<file path="src/rtl/sidta_pkg.sv">
`default_nettype none

package sidta_pkg;

	localparam logic [7:0] CHAR_MINUS = 8'd45;
	localparam logic [7:0] CHAR_ZERO  = 8'd48;
	localparam logic [7:0] CHAR_NINE  = 8'd57;

	typedef enum logic [3:0] {
		S_IDLE = 4'b0001,
		S_CONV = 4'b0010,
		S_SKIP = 4'b0100,
		S_EMIT = 4'b1000
	} state_t;

	typedef struct packed {
		logic load;
		logic step;
		logic pop;
	} dab_ctrl_t;

endpackage

`default_nettype wire

</file>
<file path="src/rtl/sidta_dabble.sv">
`default_nettype none

module sidta_dabble #(
	parameter int VALUE_BITS = 32
) (
	input  wire logic                   clk,
	input  wire sidta_pkg::dab_ctrl_t   ctrl,
	input  wire logic [VALUE_BITS-1:0]  load_mag,
	output logic [3:0]                  top_digit
);
	import sidta_pkg::*;

	localparam int NDIG  = (VALUE_BITS * 3) / 10 + 1;
	localparam int BCD_W = NDIG * 4;

	logic [VALUE_BITS-1:0] mag_q;
	logic [BCD_W-1:0]      bcd_q;
	logic [BCD_W-1:0]      adj;

	// add three to every digit of five or more before the shift
	always_comb begin
		for (int i = 0; i < NDIG; i++) begin
			if (bcd_q[i*4 +: 4] >= 4'd5) begin
				adj[i*4 +: 4] = bcd_q[i*4 +: 4] + 4'd3;
			end else begin
				adj[i*4 +: 4] = bcd_q[i*4 +: 4];
			end
		end
	end

	always_ff @(posedge clk) begin
		if (ctrl.load) begin
			mag_q <= load_mag;
			bcd_q <= '0;
		end else if (ctrl.step) begin
			bcd_q <= {adj[BCD_W-2:0], mag_q[VALUE_BITS-1]};
			mag_q <= {mag_q[VALUE_BITS-2:0], 1'b0};
		end else if (ctrl.pop) begin
			bcd_q <= {bcd_q[BCD_W-5:0], 4'b0000};
		end
	end

	assign top_digit = bcd_q[BCD_W-1 -: 4];

endmodule

`default_nettype wire

</file>
<file path="src/rtl/signed_int_to_decimal_ascii_core.sv">
// signed integer to decimal ascii text
// input channel: value with value_valid / value_ready, one integer per beat,
//   taken only while the block is idle
// output channel: character and last_char with char_valid / char_ready, one
//   ascii character per beat, most significant first; a negative value starts
//   with '-', zero gives a single '0', last_char marks the final character
// sequence: after the input beat the shift-add-3 unit runs one magnitude bit
//   per cycle through the whole value, then drops one leading zero digit per
//   cycle, then sends one character per cycle while the receiver is ready;
//   the '-' of a negative value goes out before the first digit
// a new value is taken only after the last character of the current one has
//   been accepted
// a stalled receiver holds the current character in the output register and
//   the sequencer waits; value_ready comes back the cycle after the last beat
//   is taken
// reset clears the sequencer and the output valid; nothing is kept between
//   items
`default_nettype none

module signed_int_to_decimal_ascii_core #(
	parameter int VALUE_BITS = 32
) (
	input  wire logic                         clk,
	input  wire logic                         arst_n,
	input  wire logic                         value_valid,
	output logic                              value_ready,
	input  wire logic signed [VALUE_BITS-1:0] value,
	output logic                              char_valid,
	input  wire logic                         char_ready,
	output logic [7:0]                        character,
	output logic                              last_char
);
	import sidta_pkg::*;

	localparam int NDIG  = (VALUE_BITS * 3) / 10 + 1;
	localparam int CNT_W = $clog2(VALUE_BITS);
	localparam int DL_W  = $clog2(NDIG + 1);

	state_t                state_q;
	logic [CNT_W-1:0]      cnt_q;
	logic [DL_W-1:0]       dig_left_q;
	logic                  neg_q;
	logic [7:0]            char_q;
	logic                  last_q;
	logic                  char_valid_q;

	logic [VALUE_BITS-1:0] raw;
	logic [VALUE_BITS-1:0] mag;
	logic                  neg;
	logic [3:0]            top_digit;
	logic                  out_free;
	logic                  skip_shift;
	logic                  emit_take;
	dab_ctrl_t             ctrl;

	assign raw = value;
	assign neg = raw[VALUE_BITS-1];
	assign mag = neg ? ('0 - raw) : raw;

	assign value_ready = (state_q == S_IDLE);
	assign out_free    = !char_valid_q || char_ready;
	assign skip_shift  = (state_q == S_SKIP) && (top_digit == 4'd0)
	                     && (dig_left_q > DL_W'(1));
	assign emit_take   = (state_q == S_EMIT) && out_free && (dig_left_q != '0);

	always_comb begin
		ctrl.load = value_valid && value_ready;
		ctrl.step = (state_q == S_CONV);
		ctrl.pop  = skip_shift || emit_take;
	end

	sidta_dabble #(
		.VALUE_BITS(VALUE_BITS)
	) u_dabble (
		.clk      (clk),
		.ctrl     (ctrl),
		.load_mag (mag),
		.top_digit(top_digit)
	);

	always_ff @(posedge clk or negedge arst_n) begin
		if (!arst_n) begin
			state_q      <= S_IDLE;
			cnt_q        <= '0;
			dig_left_q   <= '0;
			char_valid_q <= 1'b0;
		end else begin
			case (state_q)
				S_IDLE: begin
					if (ctrl.load) begin
						cnt_q   <= '0;
						state_q <= S_CONV;
					end
				end
				S_CONV: begin
					cnt_q <= cnt_q + CNT_W'(1);
					if (cnt_q == CNT_W'(VALUE_BITS - 1)) begin
						dig_left_q <= DL_W'(NDIG);
						state_q    <= S_SKIP;
					end
				end
				S_SKIP: begin
					if (skip_shift) begin
						dig_left_q <= dig_left_q - DL_W'(1);
					end else begin
						if (neg_q) begin
							char_valid_q <= 1'b1;
						end
						state_q <= S_EMIT;
					end
				end
				S_EMIT: begin
					if (emit_take) begin
						char_valid_q <= 1'b1;
						dig_left_q   <= dig_left_q - DL_W'(1);
					end else if ((dig_left_q == '0) && out_free) begin
						char_valid_q <= 1'b0;
						state_q      <= S_IDLE;
					end
				end
				default: begin
					state_q      <= S_IDLE;
					char_valid_q <= 1'b0;
				end
			endcase
		end
	end

	always_ff @(posedge clk) begin
		if (ctrl.load) begin
			neg_q <= neg;
		end
		if ((state_q == S_SKIP) && !skip_shift && neg_q) begin
			char_q <= CHAR_MINUS;
			last_q <= 1'b0;
		end else if (emit_take) begin
			char_q <= CHAR_ZERO + {4'b0000, top_digit};
			last_q <= (dig_left_q == DL_W'(1));
		end
	end

	assign char_valid = char_valid_q;
	assign character  = char_q;
	assign last_char  = last_q;

`ifndef ASSERT_OFF
	a_last_ends_run: assert property (@(posedge clk) disable iff (!arst_n)
		char_valid && char_ready && last_char |=> !char_valid)
		else $error("beat after last character");

	a_idle_drained: assert property (@(posedge clk) disable iff (!arst_n)
		value_ready |-> !char_valid)
		else $error("input ready while a character is pending");

	a_char_legal: assert property (@(posedge clk) disable iff (!arst_n)
		char_valid |-> (character == CHAR_MINUS)
		|| ((character >= CHAR_ZERO) && (character <= CHAR_NINE)))
		else $error("character out of range");

	a_minus_not_last: assert property (@(posedge clk) disable iff (!arst_n)
		char_valid && (character == CHAR_MINUS) |-> !last_char)
		else $error("minus sign flagged as last");
`endif

endmodule

`default_nettype wire
</file>
<file path="config.mk">
export PLATFORM = sky130hd
export DESIGN_NAME = signed_int_to_decimal_ascii_core
export DESIGN_NICKNAME = d
export VERILOG_FILES = /design/src/rtl/sidta_pkg.sv /design/src/rtl/sidta_dabble.sv /design/src/rtl/signed_int_to_decimal_ascii_core.sv
export SDC_FILE = /design/constraint.sdc
export NUM_CORES = 1
export LEC_CHECK = 0
export BUFFER_PORTS_ARGS = -buffer_cell sky130_fd_sc_hd__buf_2
export CELL_PAD_IN_SITES_DETAIL_PLACEMENT = 0
export CELL_PAD_IN_SITES_GLOBAL_PLACEMENT = 2
export CORE_MARGIN = 2
export CORE_UTILIZATION = 35
export CTS_BUF_LIST = sky130_fd_sc_hd__clkbuf_8
export DETAILED_ROUTE_END_ITERATION = 8
export PLACE_DENSITY = 0.75
export SETUP_SLACK_MARGIN = 0.15
export SLEW_MARGIN = 20
export SYNTH_ARGS = -nofsm -noshare
export SYNTH_HDL_FRONTEND = slang
export SYNTH_HIERARCHICAL = 1
export SYNTH_SLANG_ARGS = --single-unit
</file>
<file path="constraint.sdc">
create_clock -name clk -period 2.6 [get_ports clk]
set_input_delay 0.52 -clock clk [delete_from_list [all_inputs] [get_ports clk]]
set_output_delay 0.52 -clock clk [all_outputs]
set_load 0.01 [all_outputs]
</file>
## Yosys cells after proc, flatten, opt, wreduce, memory -nomap -nowiden

Index checks and enable logic that the tools add are counted.

- Flip-flop bits (word level): 96
- Memories kept: 0
- Output and inout bits: 11
- Bits of input ports: 36
- Memory bits (writable): 0
- Word-level logic and storage cells: 106
- Bits in latches: 0
- Bits in read-only memories: 0

- Shift operators: 0
- Bitwise operators: 1
- Muxes and demuxes: 32
- Divide/modulo/power cells: 0
- Equality and inequality tests: 15
- $lt $le $gt $ge: 11
- Multiply operators: 0
- Reduce and logical (&&, ||, !) cells: 24
- $add $sub $neg: 14

Operators by type and width:

| cell | count |
|---|---|
| $mux 32 | 3 |
| $mux 40 | 2 |
| $mux 4 | 17 |
| $ge 4x3->1 const B | 10 |
| $add 4x2->4 const B | 9 |
| $sub 1x32->32 const A | 1 |
| $pmux 4 s4 | 1 |
| $pmux 4 s3 | 1 |
| $ne 2x2->1 const B | 5 |
| $pmux 5 s2 | 1 |
| $eq 4x1->1 const B | 2 |
| $logic_and 1x1->1 | 8 |
| $logic_not 4->1 | 2 |
| $reduce_and 4->1 | 2 |
| $add 6x4->7 const A | 1 |
| $ne 2x1->1 const B | 3 |
| $reduce_bool 2->1 | 3 |
| $add 5x1->5 const B | 1 |
| $eq 5x5->1 const B | 1 |
| $mux 5 | 1 |
| $reduce_and 5->1 | 1 |
| $eq 4x2->1 const B | 1 |
| $eq 4x3->1 const B | 1 |
| $eq 4x4->1 const B | 1 |
| 14 further kinds | 19 |

## Logic depth before layout (Yosys ltp)

Gate-level depths: netlist (run 1).

- Depth after elaboration: 7
- Depth in mapped cells: 11
- Mapped depth without buffers: 9

## Cells and area by module

Netlist (run 1), hierarchy kept.

Modules (own cells, without submodules):

| module | area an instance (um^2) | cells an instance | seq. area each (um^2) | times used |
|---|---|---|---|---|
| sidta_dabble | 4,042.6 | 386 | 1,761.7 | 1 |
| signed_int_to_decimal_ascii_core | 1,729.2 | 201 | 501.7 | 1 |

## Worst setup path before layout (run 1)

OpenSTA, ideal clock, no wires.

- Kind: input to register
- From: input port value[16]
- To: register u_dabble.mag_q[29], data pin
- Required time: 2.338 ns
- Path slack: -0.219 ns
- Buffers on the path: 0
- Cell stages on the path: 6
- Setup time: 0.262 ns
- Arrival time: 2.557 ns
- Cells stage by stage: or4_4 or3_1 or4_4 o41ai_4 xnor2_1 mux2_1

- Word-level cells in the longest chain between the ends: 3

RTL lines:

| element | RTL line | text |
|---|---|---|
| start, declared | signed_int_to_decimal_ascii_core.sv:27 | `input wire logic signed [VALUE_BITS-1:0] value,` |
| $sub 1x32->32 | signed_int_to_decimal_ascii_core.sv:58 | `assign mag = neg ? ('0 - raw) : raw;` |
| $mux 32 | signed_int_to_decimal_ascii_core.sv:58 |  |
| via mag[29] | signed_int_to_decimal_ascii_core.sv:48 | `logic [VALUE_BITS-1:0] mag;` |
| $mux 32 | sidta_dabble.sv:32 | `if (ctrl.load) begin` |
| end signal, assigned | sidta_dabble.sv:33 | `mag_q <= load_mag;` |
| end signal, assigned | sidta_dabble.sv:37 | `mag_q <= {mag_q[VALUE_BITS-2:0], 1'b0};` |
| end, declared | sidta_dabble.sv:16 | `logic [VALUE_BITS-1:0] mag_q;` |

The timed path passes the listed nets, and every way through them passes these cells.
A chain may end at the register's enable or synchronous reset.

## Worst setup path in the final report (run 1)

- From: input port value[10]
- To: register u_dabble.mag_q[25], data pin

Same word-level chain as after synthesis.

==> results.json, run 1 <==
{
  "critPathKind": "in2reg",
  "dieArea_mm2": 0.0175,
  "final.min_clock_period_ns": 2.59,
  "layout.nets": 719,
  "ir_worst_vdd_mv": 0.345,
  "insertedDiodeCount": 0,
  "ys_types": 62,
  "gp_congestion": 0.812,
  "cts_buffers": 9,
  "cts.sinks": 93,
  "drc": 0,
  "vias": 4605,
  "slowest_delay_ns": 0.58,
  "first_global_vias": 4542,
  "cts_tree": "yes",
  "routed_wirelength_mm": 13.6,
  "status": "finished, final reports clean",
  "cts-root-buf": "clkbuf_8",
  "synth_edf_count": 33,
  "ant_nets": 0,
  "seq_area_frac_synth_pct": 39.2,
  "seq_area_mm2": 0.00226,
  "rsz0062_at_grt": "true",
  "viasPerCell": 5.24,
  "critPathRequiredTime_ns": 2.73,
  "clk_pin_slew_ns": 0.10,
  "design.portCount": 47,
  "fmax_mhz": 385,
  "power.density_mw_per_mm2": 907,
  "grtUsageTotal_pct": 15.6,
  "reg2reg_to": "u_dabble/bcd_q[10]$_SDFFE_PP0P_",
  "ys.flop_type": "dfxtp_1",
  "worst_pin_slew_ns": 0.780,
  "grt_max_degree": 44,
  "crit_path_start_kind": "primary input",
  "cts_buffer_depth": 2,
  "min_period_over_period_pct": 99.8,
  "whs_ns": 0.0216,
  "pre_cts_slack_ns": -0.413,
  "die_x_um": 132,
  "dp_hpwl_mm": 9.36,
  "io_buffers": 43,
  "multiInputGateArea_mm2": 0.00334,
  "cpMostUsedCell": "or4_4",
  "rows": 46,
  "rrSetupSlack_ns": 0.27,
  "fin_ws_ns": 0.00528,
  "worst_ep_arrival_time_ns": 2.73,
  "synth_area_per_cell_um2": 9.83,
  "dr.pass1.iters": 4,
  "finalInstanceArea_mm2": 0.00693,
  "insertion_delay_ns": 0.38,
  "hold_class": "in2async",
  "relSlewSlack_pct": 48.0,
  "globalRouteOverflowTotal": 0,
  "wl_per_cell_um": 15.5,
  "async_flop_share_pct": 15.1,
  "synth_area_mm2": 0.00577,
  "leakage_uw": 0.00248,
  "slew_viol_final": 0,
  "placedCellCount": 857,
  "r2r_cells": 12,
  "placed_area_mm2": 0.00654,
  "crit_fanout": 4,
  "initial_core_util_pct": 36.1,
  "skew_ns": 0.0113,
  "crit-reg2reg-launch": "dig_left_q[1]$_DFFE_PN0P_",
  "yosysWarnings": 6,
  "drive_gt1_share_pct": 23.9,
  "hold_viol": 0,
  "antenna_found_initial": 0,
  "ys_ff_latch": 93,
  "worstPathCellList": "buf_6, or4_4, or3_4, or4_4, o31ai_4, xnor2_1, mux2_4",
  "syn_inst": 587,
  "setup_viol": 0,
  "crit_path_end_kind": "flip-flop",
  "fillers": 1609,
  "first_iter_violations": 182,
  "crit_slowest_cell": "or4_4",
  "syn_to_final_growth_pct": 20.0,
  "stdcell_count": 878,
  "ctsHtreeMaxLevel": 3,
  "core_mm2": 0.0160,
  "cap_violations": 0,
  "fp.dieH_um": 132,
  "grt_pass1_wl_mm": 22.6
}
==> per-layer routing <==
metal  track usage, %  vias to the layer above  wire length, um
met5                0                        -                0
met4             3.88                        0              159
met3             3.60                       12              421
met2             26.1                       51             6590
met1             20.5                     2225             6420
li1                 -                     2317                -
==> cell usage after synthesis, types with 9 or more instances <==
master / number / area [um2]
clkbuf_1: 10 / 37.5
o221ai_1: 13 / 114
o21ai_0: 25 / 125
mux2_1: 37 / 417
o31ai_1: 9 / 67.6
nor2_1: 32 / 120
xnor2_1: 30 / 263
edfxtp_1: 33 / 991
nand2_1: 41 / 154
ha_1: 26 / 325
dfxtp_1: 46 / 921
nand4b_1: 20 / 175
a211oi_1: 18 / 135
a32oi_1: 9 / 78.8
nand2b_1: 17 / 106
nor3b_1: 16 / 120
a21oi_1: 36 / 180
o21ai_1: 11 / 55.1
mux2i_1: 17 / 170
dfrtp_1: 13 / 325
buf_4: 12 / 90.1
inv_1: 26 / 97.6
buf_2: 12 / 60.1
==> layout by cell type (no fill, tap or decap), types with 20 or more instances in the layout <==
| cell | count |
|---|---|
| a21oi_1 | 36 |
| xnor2_1 | 30 |
| nand2_1 | 41 |
| edfxtp_1 | 33 |
| mux2_1 | 35 |
| o21ai_0 | 21 |
| nand4b_1 | 20 |
| dfxtp_1 | 46 |
| ha_1 | 25 |
| inv_1 | 24 |
| buf_2 | 41 |
| nor2_1 | 31 |
| buf_4 | 45 |
==> layout make-up <==
cell class	count	area share, %
Multi-Input combinational cell	429	48.3
Sequential cell	93	32.7
Timing Repair Buffer	96	10.4
Tap cell	216	3.90
Clock buffer	9	1.79
Inverter	28	1.55
Clock inverter	7	1.39
==> state kept, by name, summed over array words and instances, names as in the netlist <==
register	flops
char_valid	1
dig_left_q	4
u_dabble/mag_q	32
u_dabble/bcd_q	40
cnt_q	5
character	5
last_char	1
neg_q	1
state_q	4
==> through the flow <==
stage	power (uW)	TNS, ns	utilization [%]
final	6290	0	43.3
after detailed placement	5160	-3.25	40.8
after CTS	6320	0	42.5
after floorplan	4350	-0.785	-
after global placement	5100	-2.87	40.8
after global routing	6780	-0.0314	43.3
==> worst max-delay path, delay by kind of cell <==
kind / cells / cell delay, ns
compound gates: 1 / 0.27
buf+inv: 1 / 0.09
simple gates: 3 / 1.48
xor+xnor: 1 / 0.10
mux: 1 / 0.26
==> timing repair <==
item | in CTS | in global routing
pin swaps | 1 | 2
resized for setup | 7 | 21
endpoints found under the hold margin | 0 | 0
hold buffers | 0 | 0
buffers inserted | 2 | 2
setup endpoints to repair | 24 | 25
gates cloned | 0 | 1
==> power breakdown <==
group          total, uW  leakage (uW)  switching, uW  internal (uW)
Clock               1110      0.000110            562            546
Sequential          2600      0.000861            434           2160
Combinational       2580       0.00151           1400           1180
Total               6290       0.00248           2400           3880
==> worst max path at each step <==
stage               from                            to
6_report       value[10]  u_dabble/mag_q[25]$_DFFE_PP_
5_1_grt        value[10]  u_dabble/mag_q[29]$_DFFE_PP_
4_1_cts        value[10]  u_dabble/mag_q[29]$_DFFE_PP_
3_5_place_dp   value[16]  u_dabble/mag_q[25]$_DFFE_PP_
3_3_place_gp   value[16]  u_dabble/mag_q[29]$_DFFE_PP_
2_1_floorplan  value[16]  u_dabble/mag_q[29]$_DFFE_PP_
==> cell families (layout without fill, tap and decap cells) <==
family	Yosys count	count (layout)	synth area share (%)
flip-flops	93	93	39.2
multiplexers	54	54	10.2
adder cells (fa/ha/maj)	26	26	5.64
XOR/XNOR	31	31	4.70
buffers and inverters	66	140	5.59
AND/OR/NAND/NOR	173	173	17.9
AO/OA/AOI/OAI	142	142	16.6
other	2	3	0.130
No activity file was read; power rests on OpenSTA's default activity.
==> inputs of run 2 (changes only) <==
--- a/config.mk
+++ b/config.mk
@@ -12,7 +12,7 @@
 export CORE_UTILIZATION = 35
 export CTS_BUF_LIST = sky130_fd_sc_hd__clkbuf_8
 export DETAILED_ROUTE_END_ITERATION = 8
-export PLACE_DENSITY = 0.75
+export PLACE_DENSITY_LB_ADDON = 0.1
 export SETUP_SLACK_MARGIN = 0.15
 export SLEW_MARGIN = 20
 export SYNTH_ARGS = -nofsm -noshare
==> results.json, run 2 (synthesized netlist as in run 1, its figures left out) <==
{
  "first_iter_violations": 237,
  "die_x_um": 132,
  "power.density_mw_per_mm2": 919,
  "hold_viol": 0,
  "combPwrFrac_pct": 39.9,
  "io_buffers": 43,
  "worst_pin_slew_ns": 0.706,
  "syn_to_final_growth_pct": 18.9,
  "layout.nets": 711,
  "cts_buffers": 9,
  "dp_hpwl_mm": 9.29,
  "p_clk_share_pct": 18.8,
  "fmax_mhz": 386,
  "maxUsedRoutingLayer": "met4",
  "grtUsageTotal_pct": 16.0,
  "cap_violations": 0,
  "insertedDiodeCount": 0,
  "mostFrequentLayoutCell": "dfxtp_1",
  "final.min_clock_period_ns": 2.59,
  "p_sw_uw": 2380,
  "critPathKind": "in2reg",
  "fp.dieH_um": 132,
  "viasPerCell": 5.27,
  "antenna_found_initial": 0,
  "cts_tree": "yes",
  "drive_gt1_share_pct": 23.5,
  "leakage_uw": 0.00245,
  "design.portCount": 47,
  "critPathRequiredTime_ns": 2.73,
  "vias": 4585,
  "crit_slowest_cell": "or4_4",
  "slowest_delay_ns": 0.58,
  "status": "finished, final reports clean",
  "whs_ns": 0.0298,
  "hold_class": "in2async",
  "crit_path_end_kind": "flip-flop",
  "multiInputGateArea_mm2": 0.00334,
  "rsz0062_at_grt": "true",
  "gp_congestion": 0.771,
  "pwr-share-seq_pct": 41.3,
  "rows": 46,
  "seq_area_mm2": 0.00226,
  "wl_met2_mm": 6.42,
  "ctsHtreeMaxLevel": 3,
  "first_global_vias": 4490,
  "top_register": "u_dabble/bcd_q",
  "cpMostUsedCell": "buf_6",
  "crit_fanout": 4,
  "drc": 0,
  "power.total_uw": 6310,
  "cts_hold_buf": 0,
  "worst_ep_arrival_time_ns": 2.72,
  "globalRouteOverflowTotal": 0,
  "grt_pass1_wl_mm": 23.0,
  "clk_pin_slew_ns": 0.10,
  "cts-root-buf": "clkbuf_8",
  "cts.sinks": 93,
  "largest_reg_flops": 40,
  "crit_path_start_kind": "primary input",
  "reg_top3": "u_dabble/bcd_q x40, u_dabble/mag_q x32",
  "wl_per_cell_um": 15.5,
  "slew_viol_final": 0,
  "skew_ns": 0.00868,
  "sw_frac_of_total_pct": 37.7,
  "insertion_delay_ns": 0.37,
  "core_mm2": 0.0160,
  "dieArea_mm2": 0.0175,
  "setup_viol": 0,
  "dr.pass1.iters": 4,
  "initial_core_util_pct": 36.1,
  "ir_worst_vdd_mv": 0.352,
  "min_period_over_period_pct": 99.7,
  "fillers": 1642,
  "grt_max_degree": 41,
  "relSlewSlack_pct": 53.0,
  "final_cell_mix": "dfxtp_1 (46), buf_2 (42), nand2_1 (40)",
  "cts_buffer_depth": 2,
  "p_int_uw": 3930,
  "routed_wirelength_mm": 13.5,
  "met1_length_mm": 6.59,
  "ant_nets": 0,
  "dr_wl_met3_um": 399,
  "worstPathCellList": "buf_6, or4_4, or3_4, or4_4, buf_6, buf_6, nand2_2, xnor2_1, mux2_4"
}
[run 2: repair_timing]
action / in CTS / in global routing
resized for setup: 12 / 21
setup buffers: 1 / 1
pin swaps: 5 / 3
gates cloned: 0 / 0
endpoints found under the setup margin: 32 / 35
[run 2: area by class of cell]
type	instances	share of cell area, %
tap	216	3.94
timing repair buffer	88	9.34
sequential	93	33.0
clock buffer	9	1.81
inverter	28	1.53
clock inverter	7	1.68
multi-input combinational	429	48.7
[run 2: per-stage QoR]
step | utilization, % | cell area [um2] | setup WS (ns) | cells | TNS (ns)
5_1_grt | 42.9 | 6860 | 0.0206 | 870 | 0
6_report | 42.9 | 6860 | 0.00808 | 870 | 0
2_1_floorplan | - | 5830 | -0.219 | 588 | -0.785
3_5_place_dp | 40.5 | 6470 | -0.424 | 852 | -4.05
4_1_cts | 42.3 | 6760 | 0.0481 | 869 | 0
3_3_place_gp | 40.5 | 6470 | -0.396 | 852 | -3.75
[run 2: layer usage]
metal,GRT usage [%],up-vias
met1,21.9,2230
li1,-,2291
met4,3.58,0
met2,25.6,58
met3,3.87,6
met5,0,-
[run 2: power by group through the flow]
stage          Sequential (uW)  Combinational (uW)  Clock (uW)
3_3_place_gp              2630                2410           0
3_5_place_dp              2630                2450           0
4_1_cts                   2610                2490        1250
5_1_grt                   2700                2850        1290
6_report                  2610                2510        1180
2_1_floorplan             2480                1860           0
[run 2: worst max-delay path, delay by kind of cell]
family / cells / cell delay, ns
xor+xnor: 1 / 0.07
buf+inv: 3 / 0.33
simple gates: 4 / 1.53
mux: 1 / 0.26
[run 2: worst paths after layout]
path / from / endpoint / cells past startpoint / slack [ns]
setup reg to reg: state_q[3]$_DFFE_PN0P_ / u_dabble/mag_q[23]$_DFFE_PP_ / 7 / 0.27
hold / removal: arst_n / state_q[1]$_DFFE_PN0P_ / 1 / 0.03
hold reg to reg: character[4]$_SDFFE_PP0P_ / character[4]$_SDFFE_PP0P_ / 1 / 0.47
min in group clk: value_valid / state_q[0]$_DFFE_PN1P_ / 3 / 0.43
setup / recovery: value[10] / u_dabble/mag_q[23]$_DFFE_PP_ / 9 / 0.008
max in group asynchronous: arst_n / state_q[0]$_DFFE_PN1P_ / 1 / 2.28
==> inputs of run 3 (changes only) <==
--- a/config.mk
+++ b/config.mk
@@ -13,6 +13,7 @@
 export CTS_BUF_LIST = sky130_fd_sc_hd__clkbuf_8
 export DETAILED_ROUTE_END_ITERATION = 8
 export PLACE_DENSITY_LB_ADDON = 0.1
+export RECOVER_POWER = 100
 export SETUP_SLACK_MARGIN = 0.15
 export SLEW_MARGIN = 20
 export SYNTH_ARGS = -nofsm -noshare
==> results.json, run 3 (synthesized netlist as in run 1, its figures left out) <==
{
  "rrSetupSlack_ns": 0.17,
  "ctsHtreeMaxLevel": 3,
  "setup_viol": 1,
  "min_period_over_period_pct": 100,
  "cts-root-buf": "clkbuf_8",
  "slew_viol_final": 0,
  "dr.pass1.iters": 5,
  "crit_path_end_kind": "flip-flop",
  "grtUsageTotal_pct": 16.0,
  "power.density_mw_per_mm2": 919,
  "reg_top3": "u_dabble/bcd_q x40, u_dabble/mag_q x32",
  "hold_viol": 0,
  "dp_hpwl_mm": 9.29,
  "largest_reg_flops": 40,
  "viasPerCell": 5.30,
  "crit_fanout": 4,
  "relSlewSlack_pct": 45.8,
  "core_mm2": 0.0160,
  "wl_met2_mm": 6.39,
  "syn_to_final_growth_pct": 17.5,
  "ir_worst_vdd_mv": 0.353,
  "dr_wl_met3_um": 438,
  "rsz0062_at_grt": "true",
  "skew_ns": 0.00903,
  "fin_ws_ns": -0.000738,
  "initial_core_util_pct": 36.1,
  "cts_hold_buf": 0,
  "gp_congestion": 0.771,
  "cts_tree": "yes",
  "grt_max_degree": 41,
  "worst_pin_slew_ns": 0.814,
  "die_x_um": 132,
  "crit_path_start_kind": "primary input",
  "cap_violations": 0,
  "final_cell_mix": "dfxtp_1 (46), nand2_1 (40), a21oi_1 (36)",
  "ant_nets": 0,
  "grt_pass1_wl_mm": 23.0,
  "violations": "negative setup slack",
  "antenna_found_initial": 0,
  "drc": 0,
  "drive_gt1_share_pct": 20.0,
  "vias": 4607,
  "first_iter_violations": 244,
  "leakage_uw": 0.00239,
  "fillers": 1657,
  "critPathKind": "in2reg",
  "insertedDiodeCount": 0,
  "fp.dieH_um": 132,
  "cts_buffers": 9,
  "first_global_vias": 4490,
  "clk_pin_slew_ns": 0.10,
  "dieArea_mm2": 0.0175,
  "maxUsedRoutingLayer": "met4",
  "whs_ns": 0.203,
  "top_register": "u_dabble/bcd_q",
  "rows": 46,
  "io_buffers": 43,
  "globalRouteOverflowTotal": 0,
  "met1_length_mm": 6.59,
  "cts.sinks": 93,
  "hold_class": "in2async",
  "status": "finished with violations",
  "worst_ep_arrival_time_ns": 2.72,
  "final.min_clock_period_ns": 2.60,
  "finalInstanceArea_mm2": 0.00678,
  "placed_area_mm2": 0.00647,
  "design.portCount": 47,
  "wl_per_cell_um": 15.5,
  "routed_wirelength_mm": 13.5,
  "insertion_delay_ns": 0.37,
  "fmax_mhz": 385,
  "critPathRequiredTime_ns": 2.72,
  "cts_buffer_depth": 2,
  "mostFrequentLayoutCell": "dfxtp_1",
  "layout.nets": 711
}
-- run 3: cell count changes in the layout (fill, tap and decap cells not counted), sizes merged --
cell / before / now
clkbuf: 9 / 26
buf: 88 / 71
-- run 3: what timing repair did --
action                                 in CTS  in global routing
setup endpoints to repair                  32                 35
gates resized for setup                    12                 21
buffers inserted                            1                  1
endpoints found under the hold margin       0                  0
pin swaps                                   5                  3
-- run 3: critical path: stages --
cell     delay, ns
buf_6         0.09
or4_4         0.53
or3_4         0.36
or4_4         0.57
buf_2         0.15
buf_6         0.11
nand2_2       0.06
xnor2_1       0.07
mux2_4        0.26
-- run 3: final cells by class --
type	instances	area, um2	share of cell area [%]
well taps	216	270	3.99
clock buffers	9	124	1.83
repair buffers	88	588	8.67
flip-flops and latches	93	2260	33.4
multi-input cells	429	3310	48.9
inverters	28	105	1.55
clock inverters	7	115	1.70
-- run 3: path summary, 6_finish.rpt --
check / from / end / cells after the start
worst min-delay path: arst_n / state_q[1]$_DFFE_PN0P_ / 1
worst min register to register: character[4]$_SDFFE_PP0P_ / character[4]$_SDFFE_PP0P_ / 1
max in group asynchronous: arst_n / dig_left_q[2]$_DFFE_PN0P_ / 1
min in group clk: value_valid / state_q[0]$_DFFE_PN1P_ / 3
worst max-delay path: value[10] / u_dabble/mag_q[23]$_DFFE_PP_ / 9
worst max register to register: state_q[3]$_DFFE_PN0P_ / u_dabble/mag_q[23]$_DFFE_PP_ / 7
-- run 3: power by group --
group | switching, uW | internal, uW
combinational | 1370 | 1070
sequential | 443 | 2160
clock | 547 | 636
-- run 3: through the flow --
step / utilization, % / TNS, ns / setup slack, ns / power (uW) / instances
floorplan: - / -0.785 / -0.219 / 4350 / 588
CTS: 42.3 / 0 / 0.0481 / 6340 / 869
detailed placement: 40.5 / -4.05 / -0.424 / 5090 / 852
global placement: 40.5 / -3.75 / -0.396 / 5050 / 852
finish: 42.4 / -0.000738 / -0.000738 / 6230 / 870
global route: 42.4 / 0 / 0.0105 / 6760 / 870
-- run 3: layer usage --
metal | GRT usage (%) | up-vias
met5 | 0 | -
met4 | 3.58 | 0
met3 | 3.87 | 8
met2 | 25.6 | 64
met1 | 21.9 | 2239
li1 | - | 2296
